===== config.mk =====
export PLATFORM = sky130hd
export DESIGN_NAME = combined_lcg_shuffle_rng
export DESIGN_NICKNAME = d
export VERILOG_FILES = /design/src/design/clsrng_pkg.sv /design/src/design/clsrng_ram.sv /design/src/design/clsrng_modmul.sv /design/src/design/clsrng_index.sv /design/src/design/combined_lcg_shuffle_rng.sv
export SDC_FILE = /design/constraint.sdc
export NUM_CORES = 2
export LEC_CHECK = 0
export ABC_CLOCK_PERIOD_IN_PS = 12100
export BUFFER_PORTS_ARGS = -buffer_cell sky130_fd_sc_hd__buf_4
export CORE_ASPECT_RATIO = 1.25
export CORE_MARGIN = 4
export CORE_UTILIZATION = 36
export CTS_CLUSTER_DIAMETER = 40
export DETAILED_ROUTE_END_ITERATION = 16
export PLACE_DENSITY_LB_ADDON = 0.2
export SYNTH_ARGS = -nofsm -noshare
export SYNTH_HDL_FRONTEND = slang
export SYNTH_SLANG_ARGS = --single-unit

===== constraint.sdc =====
create_clock -name clock -period 12.1 [get_ports clock]
set_input_delay 1.21 -clock clock [delete_from_list [all_inputs] [get_ports clock]]
set_output_delay 1.21 -clock clock [all_outputs]
set_load 0.01 [all_outputs]

===== src/design/clsrng_pkg.sv =====
// Shared widths, generator constants and the value type for the combined generator.
package clsrng_pkg;

   localparam int VALUE_W = 31;
   localparam int MUL_W = 16;

   localparam int unsigned MOD_A = 32'd2147483563;
   localparam int unsigned MOD_B = 32'd2147483399;
   localparam int unsigned MUL_A = 32'd40014;
   localparam int unsigned MUL_B = 32'd40692;
   localparam int unsigned SPAN_A = MOD_A - 32'd1;
   localparam int unsigned SECOND_INIT = 32'd123456789;

   localparam int WARMUP = 8;
   localparam int TABLE_DEPTH_DEF = 32;

   typedef logic [VALUE_W-1:0] value_type;

endpackage


===== src/design/clsrng_ram.sv =====
// Generic single-write, single-read RAM with registered read data.
module clsrng_ram #(
   parameter int WIDTH = 31,
   parameter int DEPTH = 32
) (
   input  logic                     clock,
   input  logic                     wr_en,
   input  logic [$clog2(DEPTH)-1:0] wr_addr,
   input  logic [WIDTH-1:0]         wr_data,
   input  logic                     rd_en,
   input  logic [$clog2(DEPTH)-1:0] rd_addr,
   output logic [WIDTH-1:0]         rd_data
);

   logic [WIDTH-1:0] mem [DEPTH];

   always_ff @(posedge clock) begin
      if (wr_en) begin
         mem[wr_addr] <= wr_data;
      end
      if (rd_en) begin
         rd_data <= mem[rd_addr];
      end
   end

endmodule


===== src/design/clsrng_modmul.sv =====
// Constant modular multiplier: registered product, then fold of the high part and one subtract.
module clsrng_modmul import clsrng_pkg::*; #(
   parameter int unsigned MULT = MUL_A,
   parameter int unsigned MODULUS = MOD_A
) (
   input  logic      clock,
   input  logic      start,
   input  value_type operand,
   output value_type result
);

   localparam int ProdW = VALUE_W + MUL_W;
   // 2^31 mod MODULUS, so hi * 2^31 folds to hi * Fold
   localparam longint unsigned Fold = (64'd1 << VALUE_W) - 64'(MODULUS);
   localparam int FoldW = $clog2(Fold + 64'd1);
   localparam int FpW = MUL_W + FoldW;

   logic [ProdW-1:0]   prod_ff;
   logic [ProdW-1:0]   prod_in;
   logic [FpW-1:0]     fold_prod;
   logic [VALUE_W:0]   sum;

   assign prod_in = ProdW'(operand) * ProdW'(MULT);

   always_ff @(posedge clock) begin
      if (start) begin
         prod_ff <= prod_in;
      end
   end

   // sum stays below twice the modulus, so one subtract settles it
   assign fold_prod = FpW'(prod_ff[ProdW-1:VALUE_W]) * FpW'(Fold);
   assign sum = (VALUE_W+1)'(prod_ff[VALUE_W-1:0]) + (VALUE_W+1)'(fold_prod);
   assign result = (sum >= (VALUE_W+1)'(MODULUS)) ?
                   VALUE_W'(sum - (VALUE_W+1)'(MODULUS)) : VALUE_W'(sum);

endmodule


===== src/design/clsrng_index.sv =====
// Table index from the previous output: reciprocal multiply, one correction, saturate.
module clsrng_index import clsrng_pkg::*; #(
   parameter int TABLE_DEPTH = TABLE_DEPTH_DEF
) (
   input  logic                           clock,
   input  logic                           start,
   input  value_type                      last_value,
   output logic [$clog2(TABLE_DEPTH)-1:0] idx
);

   localparam int IdxW = $clog2(TABLE_DEPTH);
   localparam longint unsigned Bucket =
      64'd1 + (64'(MOD_A) - 64'd1) / 64'(TABLE_DEPTH);
   localparam longint unsigned Recip = (64'd1 << VALUE_W) / Bucket;
   localparam int RecipW = $clog2(Recip + 64'd1);
   localparam int QW = RecipW + 1;
   localparam int ProdW = VALUE_W + RecipW;
   localparam int BackW = VALUE_W + QW;

   logic [ProdW-1:0] prod_ff;
   value_type        value_ff;
   logic [IdxW-1:0]  idx_ff;
   logic [IdxW-1:0]  idx_in;
   logic [QW-1:0]    q_est;
   logic [QW-1:0]    q_fix;
   logic [BackW-1:0] back;
   value_type        rem;

   always_ff @(posedge clock) begin
      if (start) begin
         prod_ff  <= ProdW'(last_value) * ProdW'(Recip);
         value_ff <= last_value;
      end
      idx_ff <= idx_in;
   end

   // estimate is low by at most one
   always_comb begin
      q_est = QW'(prod_ff[ProdW-1:VALUE_W]);
      back = BackW'(q_est) * BackW'(Bucket);
      rem = value_ff - back[VALUE_W-1:0];
      q_fix = (rem >= VALUE_W'(Bucket)) ? q_est + QW'(1) : q_est;
      idx_in = (q_fix >= QW'(TABLE_DEPTH)) ? IdxW'(TABLE_DEPTH - 1) : q_fix[IdxW-1:0];
   end

   assign idx = idx_ff;

endmodule


===== src/design/combined_lcg_shuffle_rng.sv =====
// Top level: two congruential generators combined through a shuffle table held in RAM.
//
//   channel  direction  ports                          word
//   req      in         req_valid req_stall req_kind   draw (kind 0) or reseed+draw
//                       req_seed
//   rsp      out        rsp_valid rsp_stall rsp_value  one 31-bit value per request
//
// Draw sequence: from one acceptance to the next a draw passes through accept, multiply,
//   index, table read and table write, set by the registered shuffle-table read and the
//   registered product of the modular multiply. A reseed, or the first draw after reset,
//   adds a seed step and then the warm-up and table fill, each step a multiply and a store.
// Reset zeroes the first generator and the previous output and loads the second generator
//   with its start value; the table is not cleared, since the first draw always seeds and
//   fills it.
// A stalled response holds in its output register; the block only waits on rsp_stall when
//   a second result is ready before the first one has been taken.
module combined_lcg_shuffle_rng import clsrng_pkg::*; #(
   parameter int TABLE_DEPTH = TABLE_DEPTH_DEF
) (
   input  logic        clock,
   input  logic        reset,
   input  logic        req_valid,
   output logic        req_stall,
   input  logic        req_kind,
   input  logic [30:0] req_seed,
   output logic        rsp_valid,
   input  logic        rsp_stall,
   output logic [30:0] rsp_value
);

   localparam int IdxW = $clog2(TABLE_DEPTH);
   localparam int CntW = $clog2(TABLE_DEPTH + WARMUP);

   typedef enum logic [2:0] {
      ST_IDLE,
      ST_SEED,
      ST_WARM_MUL,
      ST_WARM_STORE,
      ST_DRAW_MUL,
      ST_DRAW_IDX,
      ST_FETCH,
      ST_DONE
   } state_type;

   state_type       state_ff, state_in;
   value_type       first_gen_ff, first_gen_in;
   value_type       second_gen_ff, second_gen_in;
   value_type       last_out_ff, last_out_in;
   value_type       seed_ff, seed_in;
   logic [CntW-1:0] cnt_ff, cnt_in;
   logic            rsp_valid_ff, rsp_valid_in;
   value_type       rsp_value_ff, rsp_value_in;

   // datapath
   value_type        res_a, res_b;
   logic             start_a, start_b;
   logic [IdxW-1:0]  idx;
   logic             ram_wr_en;
   logic [IdxW-1:0]  ram_wr_addr;
   value_type        ram_wr_data;
   logic             ram_rd_en;
   value_type        ram_rd_data;
   value_type        seed_red;
   value_type        seed_fixed;
   logic [VALUE_W:0] diff;
   value_type        draw_value;
   logic             out_free;

   assign start_a = (state_ff == ST_WARM_MUL) || (state_ff == ST_DRAW_MUL);
   assign start_b = (state_ff == ST_DRAW_MUL);

   clsrng_modmul #(
      .MULT    (MUL_A),
      .MODULUS (MOD_A)
   ) u_mul_a (
      .clock   (clock),
      .start   (start_a),
      .operand (first_gen_ff),
      .result  (res_a)
   );

   clsrng_modmul #(
      .MULT    (MUL_B),
      .MODULUS (MOD_B)
   ) u_mul_b (
      .clock   (clock),
      .start   (start_b),
      .operand (second_gen_ff),
      .result  (res_b)
   );

   clsrng_index #(
      .TABLE_DEPTH (TABLE_DEPTH)
   ) u_index (
      .clock      (clock),
      .start      (start_b),
      .last_value (last_out_ff),
      .idx        (idx)
   );

   clsrng_ram #(
      .WIDTH (VALUE_W),
      .DEPTH (TABLE_DEPTH)
   ) u_table (
      .clock   (clock),
      .wr_en   (ram_wr_en),
      .wr_addr (ram_wr_addr),
      .wr_data (ram_wr_data),
      .rd_en   (ram_rd_en),
      .rd_addr (idx),
      .rd_data (ram_rd_data)
   );

   // seed: wrap once into range, zero counts as one
   assign seed_red = (seed_ff >= VALUE_W'(MOD_A)) ? seed_ff - VALUE_W'(MOD_A) : seed_ff;
   assign seed_fixed = (seed_red == '0) ? VALUE_W'(1) : seed_red;

   // table entry minus second generator, lifted by the span when not positive
   assign diff = {1'b0, ram_rd_data} - {1'b0, second_gen_ff};
   assign draw_value = (diff[VALUE_W] || (diff == '0)) ?
                       VALUE_W'(diff + (VALUE_W+1)'(SPAN_A)) : VALUE_W'(diff);

   // output register can take a new word unless it holds one that is stalled
   assign out_free = !(rsp_valid_ff && rsp_stall);

   assign ram_rd_en = (state_ff == ST_FETCH);

   always_comb begin
      state_in      = state_ff;
      first_gen_in  = first_gen_ff;
      second_gen_in = second_gen_ff;
      last_out_in   = last_out_ff;
      seed_in       = seed_ff;
      cnt_in        = cnt_ff;
      rsp_valid_in  = rsp_valid_ff && rsp_stall;
      rsp_value_in  = rsp_value_ff;
      ram_wr_en     = 1'b0;
      ram_wr_addr   = idx;
      ram_wr_data   = first_gen_ff;

      unique case (state_ff)
         ST_IDLE: begin
            if (req_valid) begin
               // seed on request, or when the first generator was never seeded
               if (req_kind || (first_gen_ff == '0)) begin
                  seed_in  = req_kind ? req_seed : VALUE_W'(1);
                  state_in = ST_SEED;
               end else begin
                  state_in = ST_DRAW_MUL;
               end
            end
         end
         ST_SEED: begin
            first_gen_in  = seed_fixed;
            second_gen_in = seed_fixed;
            cnt_in        = CntW'(TABLE_DEPTH + WARMUP - 1);
            state_in      = ST_WARM_MUL;
         end
         ST_WARM_MUL: begin
            state_in = ST_WARM_STORE;
         end
         ST_WARM_STORE: begin
            first_gen_in = res_a;
            // fill from the last entry down once warm-up is over
            if (cnt_ff < CntW'(TABLE_DEPTH)) begin
               ram_wr_en   = 1'b1;
               ram_wr_addr = cnt_ff[IdxW-1:0];
               ram_wr_data = res_a;
            end
            if (cnt_ff == '0) begin
               last_out_in = res_a;
               state_in    = ST_DRAW_MUL;
            end else begin
               cnt_in   = cnt_ff - CntW'(1);
               state_in = ST_WARM_MUL;
            end
         end
         ST_DRAW_MUL: begin
            state_in = ST_DRAW_IDX;
         end
         ST_DRAW_IDX: begin
            first_gen_in  = res_a;
            second_gen_in = res_b;
            state_in      = ST_FETCH;
         end
         ST_FETCH: begin
            state_in = ST_DONE;
         end
         ST_DONE: begin
            // hold until the output register is free, then write back and emit
            if (out_free) begin
               ram_wr_en    = 1'b1;
               ram_wr_addr  = idx;
               ram_wr_data  = first_gen_ff;
               last_out_in  = draw_value;
               rsp_value_in = draw_value;
               rsp_valid_in = 1'b1;
               state_in     = ST_IDLE;
            end
         end
         default: begin
            state_in = ST_IDLE;
         end
      endcase
   end

   always_ff @(posedge clock) begin
      if (reset) begin
         state_ff      <= ST_IDLE;
         first_gen_ff  <= '0;
         second_gen_ff <= VALUE_W'(SECOND_INIT);
         last_out_ff   <= '0;
         rsp_valid_ff  <= 1'b0;
      end else begin
         state_ff      <= state_in;
         first_gen_ff  <= first_gen_in;
         second_gen_ff <= second_gen_in;
         last_out_ff   <= last_out_in;
         rsp_valid_ff  <= rsp_valid_in;
      end
      seed_ff      <= seed_in;
      cnt_ff       <= cnt_in;
      rsp_value_ff <= rsp_value_in;
   end

   assign req_stall = (state_ff != ST_IDLE);
   assign rsp_valid = rsp_valid_ff;
   assign rsp_value = rsp_value_ff;

endmodule

### Word level (Yosys, flattened, before mapping)

Memory sizes are Yosys's and may differ from the RTL's. A register that Yosys moved wholly into a read port is not among the register bits.
Cells that the tools add are included.

| word-level totals | value |
|---|---|
| register bits after elaboration | 292 |
| bits in writable memories | 992 |
| input port bits | 36 |
| output and inout port bits | 33 |
| word-level logic and storage cells | 94 |
| memories | 1 |

| cells by class | value |
|---|---|
| add/sub/neg operators | 10 |
| multipliers | 5 |
| order comparisons | 6 |
| equal/unequal tests | 11 |
| muxes and demuxes | 28 |
| bitwise operators | 1 |
| reduce and logical (&&, ||, !) cells | 20 |

Memories:

| name | depth | bits a word | read ports | clocked after Yosys merged registers in | wr ports | line | text |
|---|---|---|---|---|---|---|---|
| u_table.mem | 32 | 31 | 1 | 1 | 1 | clsrng_ram.sv:15 | `logic [WIDTH-1:0] mem [DEPTH];` |

Operators by type and width:

| kind | count |
|---|---|
| 31-bit two-way mux | 9 |
| 31-bit case mux with 2 select lines | 3 |
| 31-bit subtractor, second input constant | 3 |
| 32-bit by 31-bit >= comparator with 1-bit output, second input constant | 2 |
| 31-bit logical NOT | 2 |
| 31-bit by 15-bit multiplier with 46-bit output, second input constant | 1 |
| 31-bit by 14-bit multiplier with 45-bit output, second input constant | 1 |
| 31-bit by 23-bit adder with 32-bit output | 1 |
| 31-bit by 24-bit adder with 32-bit output | 1 |
| 32-bit logical NOT | 1 |
| 31-bit by 31-bit subtractor with 32-bit output | 1 |
| 31-bit adder, second input constant | 1 |
| 31-bit by 26-bit >= comparator with 1-bit output, second input constant | 1 |
| 31-bit >= comparator, second input constant | 1 |
| 31-bit subtractor | 1 |
| 5-bit by 25-bit multiplier with 30-bit output, second input constant | 1 |
| 16-bit by 8-bit multiplier with 24-bit output, second input constant | 1 |
| 3-bit case mux with 8 select lines | 1 |
| 16-bit by 7-bit multiplier with 23-bit output, second input constant | 1 |
| 3-bit equality test, second input constant | 4 |
| 3-bit two-way mux | 4 |
| 6-bit case mux with 2 select lines | 1 |
| 5-bit two-way mux | 2 |
| 2-bit inequality test, second input constant | 4 |
| other kinds (20) | 33 |

### Logic depth before layout (Yosys ltp)

| logic depth | value |
|---|---|
| depth after elaboration | 6 |
| gate-level depth with buffers | 30 |
| depth with buffers taken out | 29 |

### Cells and area by module

Synthesis repeated with hierarchy kept, for this count alone.

| unflattened totals | value |
|---|---|
| cell total of the unflattened synthesis | 6679 |
| area total of the unflattened synthesis | 81260.4 um^2 |

By module, submodules not included:

| module | times used | cells each | area an instance (um^2) |
|---|---|---|---|
| clsrng_ram | 1 | 2192 | 39474.1 |
| clsrng_modmul at u_mul_b | 1 | 1472 | 14642.8 |
| clsrng_modmul at u_mul_a | 1 | 1315 | 12364.4 |
| combined_lcg_shuffle_rng | 1 | 1196 | 10395.0 |
| clsrng_index | 1 | 504 | 4384.2 |

### Least setup slack after synthesis

OpenSTA, ideal clock, no wires.

| timing | value |
|---|---|
| kind | register to register |
| from | register u_mul_a.prod_ff[32] |
| to | memory u_table.mem[0][17], data pin |
| library setup time | 454 ps |
| arrival | 6644 ps |
| required time | 11646 ps |
| setup slack | 5002 ps |
| stages on the path, launching flop included | 20 |
| clock period less this slack | 7098 ps |
| cell sequence | edfxtp_1 > ha_1 > inv_1 > fa_1 > fa_1 > inv_1 > fa_1 > ha_1 > o211ai_1 > o21ai_1 > nand3_1 > a211oi_1 > a311oi_1 > o32ai_1 > a31o_2 > nand4_1 > buf_2 > a2111oi_1 > xor2_1 > o21ai_0 |

| on the way | value |
|---|---|
| word-level cells in the longest chain between the ends | 6 |
| elaborated cells between the ends (all ways) | 7 |
| those cells by class | add/sub: 2; mul: 1; order compare: 1; mux: 3 |

Ends and longest elaborated chain:

| item | line | text |
|---|---|---|
| from (decl) | clsrng_modmul.sv:18 | `logic [ProdW-1:0] prod_ff;` |
| from (signal assigned) | clsrng_modmul.sv:27 | `prod_ff <= prod_in;` |
| 16-bit by 7-bit multiplier with 23-bit output (*) | clsrng_modmul.sv:32 | `assign fold_prod = FpW'(prod_ff[ProdW-1:VALUE_W]) * FpW'(Fold);` |
| 31-bit by 23-bit adder with 32-bit output (*) | clsrng_modmul.sv:33 | `assign sum = (VALUE_W+1)'(prod_ff[VALUE_W-1:0]) + (VALUE_W+1)'(fold_prod);` |
| 31-bit subtractor / 32-bit by 31-bit >= comparator with 1-bit output (equally long branches) | clsrng_modmul.sv:35, clsrng_modmul.sv:34 |  |
| 31-bit two-way mux (*) | clsrng_modmul.sv:34 | `assign result = (sum >= (VALUE_W+1)'(MODULUS)) ?` |
| 31-bit two-way mux (*) | combined_lcg_shuffle_rng.sv:165 | `if (cnt_ff < CntW'(TABLE_DEPTH)) begin` |
| 31-bit two-way mux (*) | n/a |  |
| named net ram_wr_data[17] | combined_lcg_shuffle_rng.sv:60 | `value_type ram_wr_data;` |
| to (decl) | clsrng_ram.sv:15 |  |

The timed path passes the listed nets; every way through them passes the cells marked *.

### Worst setup path after layout

| timing | value |
|---|---|
| from | register u_mul_a.prod_ff[34] |
| to | memory u_table.mem[0][20], data pin |

Same word-level chain as after synthesis.

==> impl_metrics.csv <==
group,metric,value,unit
critical_path,worst-setup-path-type,"reg -> reg",
timing,period_minus_slack,7.920,ns
drt,antenna_left,0,
floorplanning,core,217200,sq um
final_layout,seqCellArea,38430,sq um
critical_path,crit_family,"compound AO/OA/AOI/OAI gates",
timing,report.final.slew_viol_count,0,
grt,grt_use_total,21.71,%
grt,met3_usage,2.504,%
floorplanning,fp-row-count,191,
grt,grt_overflow,0,
clocking,cts_buffers,176,
drt,vias,49230,
floorplanning,die_h,531.2,um
synthesis,seq_area_frac_synth,48.74,%
grt,grt_pass1_wl,358500,um
critical_path,start_kind,"flop",
drt,drt_wl_total,245700,um
timing,slew_headroom,4.629,%
critical_path,worstPathCellList,"ha_1 -> inv_1 -> fa_1 -> fa_1 -> inv_1 -> fa_1 -> ha_1 -> o211ai_1 -> o21ai_1 -> nand3_1 -> a211oi_1 -> a311oi_1 -> o32ai_1 -> a31o_2 -> nand4_1 -> buf_4 -> a2111oi_0 -> and2_1 -> nor2_1 -> o21ai_2",
drt,drc,0,
critical_path,arrival,8.35,ns
clocking,cts.sinks,1313,
synthesis,yosys.cell_types.count,91,
drt,viasPerCell,5.475,
drt,drt-initial-drc-count,4176,
grt,grt_util_met1,27.57,%
clocking,cts_buffer_depth,4,
floorplanning,die_w,426.5,um
job,maxCapViolations,0,
synthesis,async_flop_share,0,%
synthesis,yosys-top-cells-count,"1212 x edfxtp_1, 778 x inv_1, 554 x ha_1",
clocking,clkTransAtPathRegs,0.06,ns
floorplanning,num_io_pins,69,
drt,drt-wirelength-per-cell,27.33,um
timing,finalClockSkew,0.09943,ns
timing,timing.hold.ws,0.3615,ns
place,dpl.hpwl,174100,um
synthesis,yosysMostFrequentCell,"edfxtp_1",
timing,tns,0,ns
synthesis,synth_area_per_cell,13.65,sq um
hold_path,hp-class,"reg -> reg",
timing,worst_pin_slew,1.431,ns
synthesis,synthCells,5774,
critical_path,r2r_start,"u_mul_a.prod_ff[34]",
grt,grt.busiest_layer,"met2",
critical_path,crit_slowest_cell,"o21ai_2",
synthesis,yosysTopAreaCellShare,46.17,%
synthesis,ys_warn_count,0,
drt,dr.pass1.iters,6,
grt,grt_pass1_vias,51220,
outcome,status,"complete, no violations",
hold_path,holdCritStartpoint,"last_out_ff[9]",
place,routabilityCongestion,0.9822,
grt,antenna_found_initial,9,
critical_path,cp.buffers_inverters,3,
critical_path,cp-end-kind,"flop",
critical_path,worst_ep_required_time,12.53,ns
critical_path,startpoint,"u_mul_a.prod_ff[34]",
clocking,cts.repair.resized,0,
synthesis,synthFlopType,"edfxtp_1",
critical_path,slowest_delay,1.00,ns
timing,final-hold-violation-count,0,
synthesis,ys_ff_latch,1313,
clocking,cts_tree,"built",
clocking,cts_hold_buf,0,
synthesis,syn_nets,6827,
clocking,cts_root_buf,"clkbuf_16",
clocking,post-cts-setup-buffers,0,
place,io_buffers,68,
synthesis,synth_edf_count,1212,
synthesis,ys_top_cells_by_area,"edfxtp_1 46%, fa_1 12%, mux4_2 8.9%, ha_1 8.8%, inv_1 3.7%",
timing,rsz0062_at_grt,"false",
critical_path,path_max_fanout,32,
floorplanning,start_util,36.29,%
final_layout,syn_to_final_growth,13.38,%
critical_path,cp_common_cell,"fa_1",
synthesis,synth_area_leader_cell,"edfxtp_1",
timing,finalCritPeriodShare,65.46,%
synthesis,syn_area,78820,sq um
timing,setup_violations,0,
final_layout,multi_input_area,37230,sq um
clocking,insertion_delay,0.84,ns
grt,grt_start_max_net_pins,135,
timing,max_freq,0.1263,GHz
clocking,htreeDepth,4,
floorplanning,fp.dieArea,226600,sq um
final_layout,drive_gt1_share,14.86,%
grt,grtUsageMet2,37.65,%
final_layout,nFillCells,19950,
final_layout,finalNetCount,7009,
==> sequential cells by signal, indices dropped and copies added (netlist names) <==
signal           cells
u_mul_a.prod_ff     46
rsp_valid            1
cnt_ff               6
u_table.mem        992
u_index.prod_ff     30
u_index.idx          5
u_table.rd_data     31
last_out_ff         30
first_gen_ff        31
rsp_value           31
state_ff             3
u_mul_b.prod_ff     45
second_gen_ff       31
seed_ff             31
==> routing by layer <==
| layer | vias up | share of wire [%] |
|---|---|---|
| met1 | 25670 | 40 |
| met3 | 439 | 4.8 |
| met2 | 1505 | 50 |
| li1 | 21620 | - |
| met4 | 2 | 4.8 |
| met5 | - | 0.087 |
==> placed cells by master, fill, tap and decap left out, drive strengths merged, types with 30 or more instances in the layout <==
cell / instances
a211oi: 32
a21o: 90
a21oi: 230
a22oi: 31
a31oi: 34
and2: 63
and3: 39
buf: 180
clkbuf: 204
clkinv: 58
dfxtp: 101
edfxtp: 1212
fa: 463
ha: 554
inv: 804
mux2: 38
mux4: 310
nand2: 247
nand2b: 55
nand3: 76
nand4: 44
nor2: 229
nor3: 52
o211ai: 30
o21a: 33
o21ai: 198
xnor2: 144
xor2: 94
==> kinds of logic (layout without fill, tap and decap cells) <==
logic type                 Yosys count  in the layout  share of synthesized area [%]
muxes                              362            362                          9.578
xor gates and xnor gates           238            238                          2.644
adders and majority gates         1017           1017                          20.55
DFF                               1313           1313                          48.74
AOI/OAI and AO/OA                  937            937                          7.906
buffers and inverters              954           1272                          4.559
other                                0              4                              0
and+or+nand+nor                    953            953                          6.022
==> worst paths after layout <==
path | cells after the start | end | slack, ns
worst max-delay path | 20 | u_table.mem[0][20] | 4.18
worst min-delay path | 0 | u_index.prod_ff[14] | 0.36
worst max register to register | 20 | u_table.mem[0][20] | 4.18
worst min register to register | 0 | u_index.prod_ff[14] | 0.36
==> cell type report <==
class | instances | area share, %
Antenna cell | 4 | 0.01120
Clock buffer | 204 | 5.163
Clock inverter | 110 | 1.292
Inverter | 778 | 3.268
Multi-Input combinational cell | 3507 | 41.66
Sequential cell | 1313 | 43.01
Tap cell | 2895 | 4.053
Timing Repair Buffer | 180 | 1.548
==> per-stage QoR <==
stage / area (sq um) / util (%) / std cells / worst slack (ns)
4_1_cts: 89340 / 41.12 / 8986 / 4.228
6_report: 89370 / 41.14 / 8991 / 4.180
5_1_grt: 89360 / 41.14 / 8988 / 3.544
2_1_floorplan: 78820 / - / 5774 / 5.002
3_3_place_gp: 83570 / 38.47 / 8672 / 4.288
3_5_place_dp: 83570 / 38.47 / 8672 / 4.164
Power is not shown: default switching activity piles up to over one toggle a cycle in this logic, so the estimate is an artifact.
